<file path="src/hdl/csvt_pkg.sv">
// Package for the CSV record tokenizer: word types, character and code constants,
// parse state type and the whitespace classifier.
// Used by csvt_core, csvt_outq and csv_record_tokenizer.
package csvt_pkg;

    // Record counter width (saturating counter)
    localparam int RecW = 20;

    // Config register indexes
    localparam logic [1:0] REG_MAX_COLUMNS      = 2'd0;
    localparam logic [1:0] REG_MAX_FIELD_LENGTH = 2'd1;
    localparam logic [1:0] REG_MAX_RECORDS      = 2'd2;

    // Config reset values
    localparam logic [10:0] MAX_COLUMNS_RST      = 11'd256;
    localparam logic [15:0] MAX_FIELD_LENGTH_RST = 16'd4096;
    localparam logic [15:0] MAX_RECORDS_RST      = 16'd10001;

    // Input commands
    localparam logic CMD_CHAR = 1'b0;
    localparam logic CMD_END  = 1'b1;

    // Result kinds
    localparam logic [2:0] KIND_DATA  = 3'd0;
    localparam logic [2:0] KIND_FIELD = 3'd1;
    localparam logic [2:0] KIND_ROW   = 3'd2;
    localparam logic [2:0] KIND_ERR   = 3'd3;
    localparam logic [2:0] KIND_DONE  = 3'd4;

    // Error codes
    localparam logic [2:0] ERR_COLUMNS  = 3'd0;
    localparam logic [2:0] ERR_RECORDS  = 3'd1;
    localparam logic [2:0] ERR_FLONG    = 3'd2;
    localparam logic [2:0] ERR_AFTER_Q  = 3'd3;
    localparam logic [2:0] ERR_STRAY_Q  = 3'd4;
    localparam logic [2:0] ERR_UNTERM   = 3'd5;

    // Special characters
    localparam logic [15:0] CH_QUOTE = 16'h0022;
    localparam logic [15:0] CH_COMMA = 16'h002C;
    localparam logic [15:0] CH_CR    = 16'h000D;
    localparam logic [15:0] CH_LF    = 16'h000A;

    typedef enum logic [1:0] {
        ST_START  = 2'd0,
        ST_PLAIN  = 2'd1,
        ST_QUOTED = 2'd2,
        ST_CLOSED = 2'd3
    } parse_state_t;

    typedef struct packed {
        logic        cmd;
        logic [15:0] char_code;
    } char_word_t;

    typedef struct packed {
        logic [2:0]      kind;
        logic [15:0]     out_char;
        logic [RecW-1:0] record_number;
        logic [2:0]      error_code;
        logic            blank_record;
        logic            last;
    } tok_word_t;

    // Results of one input word: count (0..2) and up to two words
    typedef struct packed {
        logic [1:0] cnt;
        tok_word_t  w0;
        tok_word_t  w1;
    } res_pair_t;

    // Unicode whitespace set used for blank-record detection
    function automatic logic is_ws(input logic [15:0] c);
        logic ws;
        ws = (c >= 16'h0009 && c <= 16'h000D) || c == 16'h0020 || c == 16'h0085
            || c == 16'h00A0 || c == 16'h1680 || (c >= 16'h2000 && c <= 16'h200A)
            || c == 16'h2028 || c == 16'h2029 || c == 16'h202F || c == 16'h205F
            || c == 16'h3000;
        return ws;
    endfunction

endpackage

</file>
<file path="src/hdl/csv_record_tokenizer.sv">
// Top level of the CSV record tokenizer: parser core plus result queue.
// Depends on csvt_pkg, csvt_core and csvt_outq.
//
// Usage:
//   char channel (char_valid / char_stall / char_word): one word is a UTF-16 code
//   unit (cmd = character) or an end-of-input command.
//   tok channel (tok_valid / tok_stall / tok_word): data characters, field ends,
//   record ends, errors and input done; last marks the final word of an input.
//   cfg channel (cfg_valid / cfg_ready / cfg_index / cfg_data): limit registers,
//   index 0 max columns, 1 max field length, 2 max records. cfg_ready is always
//   high; write only while the block is idle.
// Timing:
//   An input word is parsed in the cycle it is accepted; its results are registered
//   in the result queue and presented on tok from its head. One word per cycle is
//   sustained while tok is not stalled; an end of input that flushes an open record
//   yields two words, which the single-word output port presents one at a time.
// Reset clears the parse state, counters and queue; limits return to 256, 4096
// and 10001. When tok is stalled, the three-word result queue fills and
// char_stall rises once fewer than two free entries remain.
module csv_record_tokenizer (
    input  logic                  clk,
    input  logic                  rst_n,
    input  logic                  char_valid,
    output logic                  char_stall,
    input  csvt_pkg::char_word_t  char_word,
    output logic                  tok_valid,
    input  logic                  tok_stall,
    output csvt_pkg::tok_word_t   tok_word,
    input  logic                  cfg_valid,
    output logic                  cfg_ready,
    input  logic [1:0]            cfg_index,
    input  logic [15:0]           cfg_data
);
    import csvt_pkg::*;

    res_pair_t res;
    logic      halted;
    logic      accept;
    logic      full;

    assign cfg_ready  = 1'b1;
    assign char_stall = full;
    assign accept     = char_valid && !full;

    csvt_core u_core (
        .clk       (clk),
        .rst_n     (rst_n),
        .accept    (accept),
        .char_word (char_word),
        .cfg_we    (cfg_valid && cfg_ready),
        .cfg_index (cfg_index),
        .cfg_data  (cfg_data),
        .res       (res),
        .halted    (halted)
    );

    csvt_outq u_outq (
        .clk       (clk),
        .rst_n     (rst_n),
        .push      (accept),
        .res       (res),
        .tok_valid (tok_valid),
        .tok_stall (tok_stall),
        .tok_word  (tok_word),
        .full      (full)
    );

    // Once halted, the core produces nothing more
    a_halt_quiet: assert property (@(posedge clk) disable iff (!rst_n)
        halted |-> res.cnt == 2'd0)
        else $error("results produced while halted");

    // Errors and input done always close out their input word
    a_err_last: assert property (@(posedge clk) disable iff (!rst_n)
        tok_valid && (tok_word.kind == KIND_ERR || tok_word.kind == KIND_DONE)
        |-> tok_word.last)
        else $error("error or done word without last");

    // A record end that is not last is the flush of end of input: done follows
    a_flush_done: assert property (@(posedge clk) disable iff (!rst_n)
        tok_valid && !tok_stall && tok_word.kind == KIND_ROW && !tok_word.last
        |=> tok_valid && tok_word.kind == KIND_DONE)
        else $error("flushed record end not followed by input done");

endmodule

</file>
<file path="src/hdl/csvt_core.sv">
// Parser core: config registers, parse state and counters, and the combinational
// decode of one input word into up to two result words.
// Depends on csvt_pkg.
module csvt_core (
    input  logic                   clk,
    input  logic                   rst_n,
    input  logic                   accept,
    input  csvt_pkg::char_word_t   char_word,
    input  logic                   cfg_we,
    input  logic [1:0]             cfg_index,
    input  logic [15:0]            cfg_data,
    output csvt_pkg::res_pair_t    res,
    output logic                   halted
);
    import csvt_pkg::*;

    typedef enum logic [3:0] {
        ACT_NONE,
        ACT_OPEN,
        ACT_CLOSE,
        ACT_DATA,
        ACT_FIELD,
        ACT_ROW,
        ACT_FAIL,
        ACT_DONE,
        ACT_DONE_ROW
    } act_t;

    logic [10:0]     max_cols_reg;
    logic [15:0]     max_flen_reg;
    logic [15:0]     max_recs_reg;

    parse_state_t    parse_reg, parse_next;
    logic            skip_reg, skip_next;
    logic [15:0]     flen_reg, flen_next;
    logic [10:0]     cols_reg, cols_next;
    logic [15:0]     kept_reg, kept_next;
    logic [RecW-1:0] recno_reg, recno_next;
    logic            text_reg, text_next;
    logic            halted_reg, halted_next;

    act_t            act;
    logic [2:0]      err;

    logic [15:0]     c;
    logic [16:0]     nl;
    logic [11:0]     nc;
    logic [16:0]     nk;
    logic            fl_over, col_over, rec_over, flush;
    logic            is_q, is_comma, is_eol;
    logic [RecW-1:0] rc_inc;

    // Config writes
    always_ff @(posedge clk or negedge rst_n)
    begin
        if (!rst_n)
        begin
            max_cols_reg <= MAX_COLUMNS_RST;
            max_flen_reg <= MAX_FIELD_LENGTH_RST;
            max_recs_reg <= MAX_RECORDS_RST;
        end
        else if (cfg_we)
        begin
            unique case (cfg_index)
                REG_MAX_COLUMNS:      max_cols_reg <= cfg_data[10:0];
                REG_MAX_FIELD_LENGTH: max_flen_reg <= cfg_data;
                REG_MAX_RECORDS:      max_recs_reg <= cfg_data;
                default:              ;
            endcase
        end
    end

    // Shared increments and limit checks
    always_comb
    begin
        c        = char_word.char_code;
        nl       = {1'b0, flen_reg} + 17'd1;
        nc       = {1'b0, cols_reg} + 12'd1;
        nk       = {1'b0, kept_reg} + 17'd1;
        fl_over  = nl > {1'b0, max_flen_reg};
        col_over = nc > {1'b0, max_cols_reg};
        rec_over = text_reg && (nk > {1'b0, max_recs_reg});
        rc_inc   = (recno_reg == {RecW{1'b1}}) ? recno_reg : recno_reg + RecW'(1);
        flush    = (parse_reg != ST_START) || (flen_reg != 16'd0) || (cols_reg != 11'd0);
        is_q     = c == CH_QUOTE;
        is_comma = c == CH_COMMA;
        is_eol   = (c == CH_CR) || (c == CH_LF);
    end

    // Decode: pick the action for this word
    always_comb
    begin
        act = ACT_NONE;
        err = ERR_COLUMNS;
        if (halted_reg)
        begin
            act = ACT_NONE;
        end
        else if (char_word.cmd == CMD_END)
        begin
            if (parse_reg == ST_QUOTED)
            begin
                act = ACT_FAIL;
                err = ERR_UNTERM;
            end
            else if (flush)
            begin
                if (col_over)
                begin
                    act = ACT_FAIL;
                    err = ERR_COLUMNS;
                end
                else if (rec_over)
                begin
                    act = ACT_FAIL;
                    err = ERR_RECORDS;
                end
                else
                begin
                    act = ACT_DONE_ROW;
                end
            end
            else
            begin
                act = ACT_DONE;
            end
        end
        else if (skip_reg && c == CH_LF)
        begin
            act = ACT_NONE;
        end
        else if (parse_reg == ST_QUOTED && is_q)
        begin
            act = ACT_CLOSE;
        end
        else if (parse_reg == ST_QUOTED || (parse_reg == ST_CLOSED && is_q))
        begin
            act = fl_over ? ACT_FAIL : ACT_DATA;
            err = ERR_FLONG;
        end
        else if (is_comma)
        begin
            act = col_over ? ACT_FAIL : ACT_FIELD;
            err = ERR_COLUMNS;
        end
        else if (is_eol)
        begin
            if (col_over)
            begin
                act = ACT_FAIL;
                err = ERR_COLUMNS;
            end
            else if (rec_over)
            begin
                act = ACT_FAIL;
                err = ERR_RECORDS;
            end
            else
            begin
                act = ACT_ROW;
            end
        end
        else if (parse_reg == ST_CLOSED)
        begin
            act = ACT_FAIL;
            err = ERR_AFTER_Q;
        end
        else if (is_q)
        begin
            act = (parse_reg == ST_START) ? ACT_OPEN : ACT_FAIL;
            err = ERR_STRAY_Q;
        end
        else
        begin
            act = fl_over ? ACT_FAIL : ACT_DATA;
            err = ERR_FLONG;
        end
    end

    // Next state
    always_comb
    begin
        parse_next  = parse_reg;
        skip_next   = skip_reg;
        flen_next   = flen_reg;
        cols_next   = cols_reg;
        kept_next   = kept_reg;
        recno_next  = recno_reg;
        text_next   = text_reg;
        halted_next = halted_reg;
        if (accept)
        begin
            skip_next = 1'b0;
            unique case (act)
                ACT_NONE:  ;
                ACT_OPEN:  parse_next = ST_QUOTED;
                ACT_CLOSE: parse_next = ST_CLOSED;
                ACT_DATA:
                begin
                    // plain text stays plain; quoted or escaped quote stays quoted
                    parse_next = (parse_reg == ST_START || parse_reg == ST_PLAIN) ?
                                 ST_PLAIN : ST_QUOTED;
                    flen_next  = nl[15:0];
                    text_next  = text_reg | ~is_ws(c);
                end
                ACT_FIELD:
                begin
                    parse_next = ST_START;
                    cols_next  = nc[10:0];
                    flen_next  = 16'd0;
                end
                ACT_ROW:
                begin
                    parse_next = ST_START;
                    flen_next  = 16'd0;
                    cols_next  = 11'd0;
                    text_next  = 1'b0;
                    recno_next = rc_inc;
                    kept_next  = text_reg ? nk[15:0] : kept_reg;
                    skip_next  = c == CH_CR;
                end
                ACT_FAIL:  halted_next = 1'b1;
                ACT_DONE, ACT_DONE_ROW:
                begin
                    parse_next = ST_START;
                    flen_next  = 16'd0;
                    cols_next  = 11'd0;
                    kept_next  = 16'd0;
                    recno_next = RecW'(1);
                    text_next  = 1'b0;
                end
                default:   ;
            endcase
        end
    end

    // Result words
    always_comb
    begin
        res    = '0;
        res.w0.record_number = recno_reg;
        unique case (act)
            ACT_NONE, ACT_OPEN, ACT_CLOSE: res.cnt = 2'd0;
            ACT_DATA:
            begin
                res.cnt         = 2'd1;
                res.w0.kind     = KIND_DATA;
                res.w0.out_char = c;
                res.w0.last     = 1'b1;
            end
            ACT_FIELD:
            begin
                res.cnt     = 2'd1;
                res.w0.kind = KIND_FIELD;
                res.w0.last = 1'b1;
            end
            ACT_ROW:
            begin
                res.cnt             = 2'd1;
                res.w0.kind         = KIND_ROW;
                res.w0.blank_record = ~text_reg;
                res.w0.last         = 1'b1;
            end
            ACT_FAIL:
            begin
                // a record-limit error already counts the ended record
                res.cnt              = 2'd1;
                res.w0.kind          = KIND_ERR;
                res.w0.error_code    = err;
                res.w0.record_number = (err == ERR_RECORDS) ? rc_inc : recno_reg;
                res.w0.last          = 1'b1;
            end
            ACT_DONE:
            begin
                res.cnt     = 2'd1;
                res.w0.kind = KIND_DONE;
                res.w0.last = 1'b1;
            end
            ACT_DONE_ROW:
            begin
                res.cnt              = 2'd2;
                res.w0.kind          = KIND_ROW;
                res.w0.blank_record  = ~text_reg;
                res.w1.kind          = KIND_DONE;
                res.w1.record_number = rc_inc;
                res.w1.last          = 1'b1;
            end
            default: res.cnt = 2'd0;
        endcase
    end

    // State registers
    always_ff @(posedge clk or negedge rst_n)
    begin
        if (!rst_n)
        begin
            parse_reg  <= ST_START;
            skip_reg   <= 1'b0;
            flen_reg   <= 16'd0;
            cols_reg   <= 11'd0;
            kept_reg   <= 16'd0;
            recno_reg  <= RecW'(1);
            text_reg   <= 1'b0;
            halted_reg <= 1'b0;
        end
        else
        begin
            parse_reg  <= parse_next;
            skip_reg   <= skip_next;
            flen_reg   <= flen_next;
            cols_reg   <= cols_next;
            kept_reg   <= kept_next;
            recno_reg  <= recno_next;
            text_reg   <= text_next;
            halted_reg <= halted_next;
        end
    end

    assign halted = halted_reg;

endmodule

</file>
<file path="src/hdl/csvt_outq.sv">
// Three-word result queue between the parser core and the output channel.
// Takes up to two words per cycle, presents one. Depends on csvt_pkg.
module csvt_outq (
    input  logic                  clk,
    input  logic                  rst_n,
    input  logic                  push,
    input  csvt_pkg::res_pair_t   res,
    output logic                  tok_valid,
    input  logic                  tok_stall,
    output csvt_pkg::tok_word_t   tok_word,
    output logic                  full
);
    import csvt_pkg::*;

    tok_word_t  q_reg [3];
    tok_word_t  q_next [3];
    tok_word_t  shifted [3];
    logic [1:0] count_reg, count_next;
    logic [1:0] base;
    logic [1:0] n_push;
    logic       pop;

    // Pop the head, shift down, then append new words
    always_comb
    begin
        pop        = (count_reg != 2'd0) && !tok_stall;
        base       = count_reg - {1'b0, pop};
        n_push     = push ? res.cnt : 2'd0;
        shifted[0] = pop ? q_reg[1] : q_reg[0];
        shifted[1] = pop ? q_reg[2] : q_reg[1];
        shifted[2] = q_reg[2];
        for (int i = 0; i < 3; i++)
        begin
            q_next[i] = shifted[i];
            if (n_push != 2'd0 && 2'(i) == base)
                q_next[i] = res.w0;
            if (n_push == 2'd2 && 2'(i) == base + 2'd1)
                q_next[i] = res.w1;
        end
        count_next = base + n_push;
    end

    // Payload entries
    always_ff @(posedge clk)
    begin
        for (int i = 0; i < 3; i++)
            q_reg[i] <= q_next[i];
    end

    // Fill count
    always_ff @(posedge clk or negedge rst_n)
    begin
        if (!rst_n)
            count_reg <= 2'd0;
        else
            count_reg <= count_next;
    end

    assign tok_valid = count_reg != 2'd0;
    assign tok_word  = q_reg[0];
    assign full      = count_reg > 2'd1;

endmodule
</file>
<file path="config.mk">
export PLATFORM = sky130hd
export DESIGN_NAME = csv_record_tokenizer
export DESIGN_NICKNAME = d
export VERILOG_FILES = /design/src/hdl/csvt_pkg.sv /design/src/hdl/csv_record_tokenizer.sv /design/src/hdl/csvt_core.sv /design/src/hdl/csvt_outq.sv
export SDC_FILE = /design/constraint.sdc
export NUM_CORES = 1
export LEC_CHECK = 0
export ABC_AREA = 1
export ABC_CLOCK_PERIOD_IN_PS = 5800
export BUFFER_PORTS_ARGS = -buffer_cell sky130_fd_sc_hd__clkbuf_2
export CAP_MARGIN = 20
export CORE_MARGIN = 2
export CORE_UTILIZATION = 30
export CTS_CLUSTER_SIZE = 10
export DETAILED_ROUTE_END_ITERATION = 10
export GPL_TIMING_DRIVEN = 0
export SLEW_MARGIN = 15
export SYNTH_ARGS = -nofsm -noshare
export SYNTH_HDL_FRONTEND = slang
export SYNTH_SLANG_ARGS = --single-unit
</file>
<file path="constraint.sdc">
create_clock -name clk -period 5.8 [get_ports clk]
set_input_delay 1.45 -clock clk [delete_from_list [all_inputs] [get_ports clk]]
set_output_delay 1.45 -clock clk [all_outputs]
set_load 0.03 [all_outputs]
</file>
---- Word-level counts from Yosys, hierarchy flattened ----
Memories as Yosys holds them, arrays and structs flattened.
Index checks and enable logic that the tools add are counted.
word-level totals
  memories ................................ 1
  latch bits .............................. 0
  word-level logic and storage cells ...... 185
  register bits ........................... 113
  ROM bits ................................ 0
  memory bits (writable) .................. 132
  output and inout bits ................... 47
memories
  name          words  width  rd ports  clocked after memory_dff  write ports  line             RTL
  u_outq.q_reg  3      44     3         0                         3            csvt_outq.sv:15  tok_word_t q_reg [3];
cells by class
  $add $sub $neg .......................... 7
  multiply operators ...................... 0
  equality and inequality tests ........... 34
  reductions and logical operators ........ 60
  divide/modulo/power cells ............... 0
  shift-type cells ........................ 0
  $lt $le $gt $ge ......................... 8
  bitwise logic cells ..................... 3
  muxes and demuxes ....................... 60
operator list
  kind                     count
  $mux W44                 8
  $eq A16 B14 Y1 const B   5
  $pmux W16 S2             2
  $mux W20                 3
  $mux W4                  14
  $eq A16 B6 Y1 const B    3
  $mux W3                  15
  $pmux W20 S2             1
  $add A16 B1 Y17 const B  2
  $gt A17 B16 Y1           2
  $eq A16 B4 Y1 const B    2
  $eq A16 B8 Y1 const B    2
  $mux W16                 2
  $mux W23                 1
  $pmux W11 S2             1
  $add A20 B1 Y20 const B  1
  $eq A20 B20 Y1 const B   1
  $reduce_and A2 Y1        9
  $eq A16 B13 Y1 const B   1
  $eq A4 B3 Y1 const B     4
  $ge A16 B14 Y1 const B   1
  $ge A16 B4 Y1 const B    1
  $le A16 B14 Y1 const B   1
  $le A16 B4 Y1 const B    1
  other kinds (36)         89

---- Longest topological paths before layout ----
Gate-level depths: netlist (run 1).
  depth after elaboration ................. 20
  gate-level depth with buffers ........... 33
  gate-level depth less buffers ........... 33

---- Hierarchy ----
Synthesis (run 1) repeated with hierarchy kept, for this count alone.
second synthesis, totals
  cells, all modules ...................... 2241
  area, all modules ....................... 16503.3 um2
modules (own cells, without submodules)
  module                area each (um2)  times used  cells each
  csvt_core             8540.7           1           1256
  csvt_outq             7941.4           1           981
  csv_record_tokenizer  21.3             1           4

---- Least setup slack after synthesis (run 1) ----
Ideal clock, no wire load.
  kind .................................... register -> register
  from .................................... reg u_core.kept_reg[2] (netlist name)
  to ...................................... mem u_outq.q_reg[0][0] (netlist name), enable pin
  buffers on the path ..................... 1
  library setup time ...................... 379 ps
  period minus slack after synthesis ...... 4603 ps
  data required time ...................... 5421 ps
  cell stages (with the launch flop) ...... 27
  slack ................................... 1197 ps
  arrival ................................. 4225 ps
  cells stage by stage .................... dfrtp_1 > inv_1 > nor3_1 > inv_1 > nor3_1 > inv_1 > nor3_1 > nand3_1 > nor3_1 > xor2_1 > inv_1 > ha_1 > nand3_1 > inv_1 > nand2_1 > nor2_1 > a21oi_1 > nand2_1 > nand3_1 > nor2_1 > inv_2 > nor2_2 > inv_1 > nor3_2 > nor2_1 > clkbuf_1 > nand2_1
RTL lines
  what       line
  to (decl)  csvt_outq.sv:15

==> metrics, run 1 <==
Clock Sinks=roughly 250; critical path type=reg -> reg; Die Width=226 um; largest net degree at the start of global routing=71; peak fanout along the critical path=11; port buffer count=85; Tot GR Track Use=roughly 15%; register bit total from synthesis=~250; Std-Cell Core Area=slightly below 50000 sq um; fin. max-slew vios=0; Routability Congestion=~0.88; clk buf depth=3; CP max stage delay=roughly 0.43 ns; unrepaired setup endpoints after global routing=yes; Vias=around 13k; number of CTS-inserted buffers=29; die height=around 230 um; Congestion Overflow GR=0; Syn Area/Cell=approximately 7.2 sq um; DP HPWL=30900 um; layout net count=about 2.2k; skew final=around 0.037 ns; Seq/Total Area, Yosys=41.7%; Unique masters post-synth=a little over 50; Worst slew margin=between 30% and 40%; crit end category=flop; # Max-Cap Violations=0; slew at the pin closest to its max-slew limit=between 0.9 and 1 ns; antenna viol nets, final=0; Syn Nets=2128; first-pass GRT wire length=roughly 64000 um; Pleak=8.65 nW; Layout area overhead=14.6%; Routed WL=slightly below 40000 um; Via density=4.62; root buffer cell=clkbuf_16; asr flop ratio synth=46.1%; final hold violation count=0; Buf+Inv Stages, Crit Path=7; most used flip-flop cell after synthesis=dfrtp_1; vias in the first global route=approximately 12k; Worst-path clk slew=roughly 0.060 ns; final hold slack=about 0.47 ns; Worst Hold Class=reg -> reg; 1st-pass router iterations=6; number of synthesized flops with an enable pin=66; area of the multi-input gates=~6900 sq um; most used cell, CP=inv_1; startpoint of the worst register-to-register path=u_core.kept_reg[0]$_DFFE_PN0P_; crit path time final=between 5 and 6 ns; CTS H-tree lvls=1; Period Utilization, post-route=between 90 and 100%; worst skew pair latency=about 0.6 ns; # DRC=0; # hold bufs at CTS=0; CP startpoint=u_core.kept_reg[0]$_DFFE_PN0P_; row cnt=81; synthesized cell area=about 15000 sq um; Largest register FFs=132; initial antenna violation count=0; Arr. time, crit path=5.59 ns; Yosys top cell area share=17.7%; CTS tree=done; routed length per instance=13.7 um; Synth area leader=dfrtp_1; IO Pins=87; Critical Path RT=6.08 ns; diodes inserted=0; effective utilization at floorplan=30.2%; min-delay src=u_outq.q_reg[0][130]$_SDFFE_PP0N_; Post-synth top cells=nand2_1 (589), nand3_1 (314), inv_1 (243); die area=slightly above 50000 sq um; status=complete, no violations; Slowest cell on crit path=dfrtp_1; CP top delay family=simple AND/OR/NAND/NOR gates; Reg2Reg Setup Slack=0.49 ns; VDD IR max=~0.22 mV; Pwr Density=269 nW/um^2; synth top area cells=dfrtp_1 (18%), nand2_1 (15%), edfxtp_1 (13%); f_max=188 MHz; Startpoint Class=flop; # fillers=~5.2k; yosys synthesis warning count=0; FF/Latch Area=a little over 6000 sq um; Setup-failing EPs final=0; Mapped Cells=2037; DRC marker count from the first detailed-route iteration=897; layout cells sized above 1=around 11%; most frequent cell after synthesis=nand2_1; Total Power=around 0.0046 W
metrics by stage:
stage	setup slack [ns]	cells	util (%)	instance area [sq um]	TNS (ns)
after detailed placement	-0.187	2787	32.9	16000	-5.63
after CTS	0.0111	2837	34.6	16900	0
after floorplan	1.20	2037	-	14700	0
after global routing	-0.0104	2838	34.7	16900	-0.0644
final	0.489	2838	34.7	16900	0
after global placement	-0.126	2786	32.8	16000	-2.73
power by group:
part	internal (W)	total, W	switching (W)
clock	0.000926	0.00164	0.000719
combinational	0.000251	0.000942	0.000690
sequential	0.00190	0.00196	0.0000640
area by class of cell:
cell class / instances / area share, %
Clock inverter: 4 / 0.207
Tap cell: 664 / 4.92
Multi-Input combinational cell: 1403 / 41.1
Clock buffer: 46 / 4.67
Inverter: 251 / 5.58
Timing Repair Buffer: 86 / 2.73
Buffer: 139 / 4.44
Sequential cell: 245 / 36.4
cell families (layout without fill, tap and decap cells):
logic type,after synthesis,in the layout,synth area share (%)
buf+inv,390,526,11.5
simple gates,1101,1102,32.1
flops,245,245,41.7
fa+ha+maj,51,51,4.33
compound gates,202,202,7.63
other cells,1,1,0.0254
xor+xnor,47,47,2.79
worst reg2reg max path, cell delays in order, from the launching register on:
cell	delay, ns
dfrtp_1	0.43
inv_1	0.10
nor3_1	0.28
inv_1	0.09
nor3_2	0.28
inv_1	0.07
nor3_1	0.21
nand3_1	0.17
o21ai_0	0.29
inv_1	0.09
ha_1	0.28
nand2_1	0.06
nor2_1	0.14
nand4_1	0.10
nor2_1	0.16
a21oi_1	0.13
nand2_1	0.13
nand3_1	0.11
nor2_1	0.24
inv_2	0.17
nor2_2	0.22
inv_1	0.11
nor3_2	0.32
nor2_1	0.24
clkbuf_1	0.35
nand2_4	0.26
cells in the final DEF, fill, tap and decap left out, types with 46 or more instances in the layout:
| cell type | instances |
|---|---|
| nand3_1 | 314 |
| nor2_1 | 120 |
| edfxtp_1 | 66 |
| clkbuf_1 | 73 |
| buf_4 | 47 |
| inv_1 | 243 |
| xor2_1 | 46 |
| clkbuf_2 | 84 |
| dfxtp_1 | 66 |
| o21ai_0 | 115 |
| dfrtp_1 | 104 |
| nand2_1 | 586 |
| ha_1 | 51 |
routing by layer:
layer	vias up	part of all wire, %	global-route usage, %
met5	-	0	0
met4	0	2.2	3.61
met3	54	4.4	1.83
met2	317	47	26.0
met1	5951	47	20.9
li1	6784	-	-
worst paths after layout:
path / cells past startpoint / endpoint
min in group asynchronous: 1 / u_core.max_flen_reg[5]$_DFFE_PN0P_
worst max register to register: 25 / u_outq.q_reg[0][11]$_DFFE_PP_
max in group asynchronous: 2 / u_core.recno_reg[0]$_DFFE_PN1P_
worst max-delay path: 25 / u_outq.q_reg[0][11]$_DFFE_PP_
worst min register to register: 2 / u_outq.q_reg[0][130]$_SDFFE_PP0N_
worst min-delay path: 2 / u_outq.q_reg[0][130]$_SDFFE_PP0N_
repair_timing:
action,4_1_cts,5_1_grt
gates cloned,0,1
buffers inserted,0,0
resized for setup,1,6
pin swaps,0,1
setup endpoints to repair,22,66
Power figures use the tool's default switching activity.
==> run 2: changes to the inputs <==
--- a/config.mk
+++ b/config.mk
@@ -5,7 +5,6 @@
 export SDC_FILE = /design/constraint.sdc
 export NUM_CORES = 1
 export LEC_CHECK = 0
-export ABC_AREA = 1
 export ABC_CLOCK_PERIOD_IN_PS = 5800
 export BUFFER_PORTS_ARGS = -buffer_cell sky130_fd_sc_hd__clkbuf_2
 export CAP_MARGIN = 20
==> metrics, run 2 <==
VDD IR max=a little over 0.2 mV; Gate power share=13.9%; antenna viol nets, final=0; Vias=between 10k and 15k; die area=between 50000 and 60000 sq um; Max Used Layer=met5; Post-synth top cells=nand2_1 (158), nand3_1 (126), dfrtp_1 (104); register bit total from synthesis=between 200 and 250; Die Width=225 um; worst skew pair latency=0.57 ns; peak fanout along the critical path=11; CTS H-tree lvls=1; port buffer count=between 70 and 80; # Max-Cap Violations=0; most used flip-flop cell after synthesis=dfrtp_1; R2R cell count=20; DRC marker count from the first detailed-route iteration=just under 1k; # DRC=0; Total Power=~0.0043 W; Worst-path clk slew=~0.060 ns; root buffer cell=clkbuf_16; DR WL met2=19600 um; startpoint of the worst register-to-register path=u_core.flen_reg[2]$_DFFE_PN0P_; vias in the first global route=12.3k; IO Pins=87; Critical Path RT=a little over 6 ns; diodes inserted=0; number of CTS-inserted buffers=30; most frequent cells in the layout=nand2_1 (156), nand3_1 (126), dfrtp_1 (104); critical path type=reg -> reg; Largest register FFs=roughly 130; Congestion Overflow GR=0; synth top area cells=dfrtp_1 (18%), edfxtp_1 (14%), dfxtp_1 (9.0%); Synth area leader=dfrtp_1; Layout area overhead=15.6%; Period Utilization, post-route=around 95%; most common cell after layout, fill and taps aside=nand2_1; Pwr Density=around 250 nW/um^2; crit end category=flop; crit path time final=between 5 and 6 ns; Seq/Total Area, Yosys=between 40% and 50%; pre-CTS setup slack=-0.539 ns; post-layout util=a little over a third; Via density=between 5 and 6; CTS tree=done; Syn Nets=1675; Flop pwr share=about 44%; layout cells sized above 1=between 15 and 20%; Worst Slack Setup Final=0.268 ns; Worst slew margin=23.0%; WL met1=roughly 19000 um; die height=between 200 and 250 um; slew at the pin closest to its max-slew limit=1.15 ns; min-delay src=u_outq.q_reg[0][92]$_SDFFE_PP0N_; worst reg2reg endpoint=u_outq.q_reg[0][50]$_DFFE_PP_; Syn Area/Cell=approximately 9 sq um; routed length per instance=18.2 um; Sw Ratio=27.5%; row cnt=81; status=complete, no violations; final hold violation count=0; number of synthesized flops with an enable pin=66; initial antenna violation count=1; internal power=approximately 0.0031 W; 1st-pass router iterations=5; final hold slack=~0.45 ns; Std-Cell Core Area=roughly 50000 sq um; Startpoint Class=flop; clk buf depth=3; met3 WL=approximately 2500 um; fin. max-slew vios=0; Clock Sinks=about 250; skew final=around 0.017 ns; Worst Hold Class=reg -> reg; most frequent cell after synthesis=nand2_1; asr flop ratio synth=a little under half; Yosys top cell area share=approximately 18%; Setup-failing EPs final=0; Routability Congestion=~0.9; # fillers=4989; Tot GR Track Use=~17%; Net Sw Power=about 0.0012 W; area of the multi-input gates=between 7000 and 8000 sq um; f_max=roughly 180 MHz; Reg2Reg Setup Slack=about 0.27 ns; synthesized cell area=~15000 sq um; unrepaired setup endpoints after global routing=yes; Arr. time, crit path=slightly below 6 ns; largest net degree at the start of global routing=92; layout net count=1796; DP HPWL=31600 um; Routed WL=between 40000 and 50000 um; effective utilization at floorplan=between 30 and 40%; first-pass GRT wire length=around 67000 um; Unique masters post-synth=just under 100; Mapped Cells=1584; hold path cells=2; yosys synthesis warning count=0; Hold EP=u_outq.q_reg[0][92]$_SDFFE_PP0N_; Clock Power Share=between 40% and 50%; Pleak=approximately 6.9 nW; FF/Latch Area=between 6000 and 7000 sq um
==> run 2: how the worst max path moves through the flow <==
stage	start	to	slack (ns)	cells after the start
finish	u_core.flen_reg[2]$_DFFE_PN0P_	u_outq.q_reg[0][50]$_DFFE_PP_	0.27	20
global route	u_core.flen_reg[2]$_DFFE_PN0P_	u_outq.q_reg[0][50]$_DFFE_PP_	-0.01	20
CTS	u_core.flen_reg[2]$_DFFE_PN0P_	u_outq.q_reg[0][103]$_DFFE_PP_	0.02	22
floorplan	u_core.flen_reg[2]$_DFFE_PN0P_	u_outq.q_reg[0][100]$_DFFE_PP_	0.64	22
global placement	u_core.flen_reg[2]$_DFFE_PN0P_	u_outq.q_reg[0][88]$_DFFE_PP_	-0.53	22
detailed placement	u_core.flen_reg[2]$_DFFE_PN0P_	u_outq.q_reg[0][88]$_DFFE_PP_	-0.54	22
==> run 2: area by class of cell <==
class / count / share of cell area [%]
buffer: 146 / 4.65
clock buffer: 51 / 5.19
clock inverter: 3 / 0.258
inverter: 69 / 1.55
multi-input combinational: 1125 / 44.5
sequential: 245 / 36.2
tap: 622 / 4.59
timing repair buffer: 87 / 2.99
timing repair inverter: 1 / 0.0442
==> run 2: power groups by stage <==
stage	clock, W	combinational [W]	sequential, W
after CTS	0.00184	0.000592	0.00191
after global routing	0.00190	0.000656	0.00192
after detailed placement	0	0.000585	0.00195
after floorplan	0	0.000409	0.00193
after global placement	0	0.000569	0.00194
final	0.00181	0.000601	0.00191
==> run 2: logic make-up (layout without fill, tap and decap cells) <==
logic type	after synthesis	after routing	synth area share [%]
compound gates	385	385	18.2
xor+xnor	46	46	2.75
fa+ha+maj	51	51	4.35
buf+inv	215	357	7.13
flops	245	245	41.9
mux	88	88	6.35
other cells	1	1	0.0256
simple gates	553	554	19.3
==> run 2: what timing repair did <==
action / in CTS / in global routing
pin swaps: 0 / 1
gates cloned: 1 / 1
hold buffers: 0 / 0
resized for setup: 8 / 11
setup buffers: 0 / 5
setup endpoints to repair: 107 / 154
==> run 2: critical path, cell delays in order, from the launching register on <==
cell	delay (ns)
dfrtp_1	0.31
buf_2	0.17
nand3_1	0.14
nor3_4	0.21
and3_1	0.28
and3_1	0.25
and2_1	0.20
nand4_1	0.18
xnor2_1	0.20
ha_1	0.31
nand4_1	0.17
nor4_2	0.35
nand4_1	0.25
o21ai_1	0.27
o21ai_1	0.07
or2_1	0.22
buf_6	0.14
o41a_2	0.60
o21ai_2	0.33
nor2_2	0.18
nand2_2	0.35
==> run 2: routing by layer <==
| metal | global-route usage (%) | vias up |
|---|---|---|
| li1 | - | 6005 |
| met1 | 22.0 | 6040 |
| met2 | 27.5 | 427 |
| met3 | 2.07 | 95 |
| met4 | 6.60 | 2 |
| met5 | 0 | - |
==> run 2: metrics by stage <==
step	instances	setup TNS [ns]	cell area, sq um
detailed placement	2286	-31.43	15900
global placement	2285	-28.99	15800
floorplan	1584	0	14700
finish	2349	0	17000
global route	2349	-0.110	17000
CTS	2341	0	16800
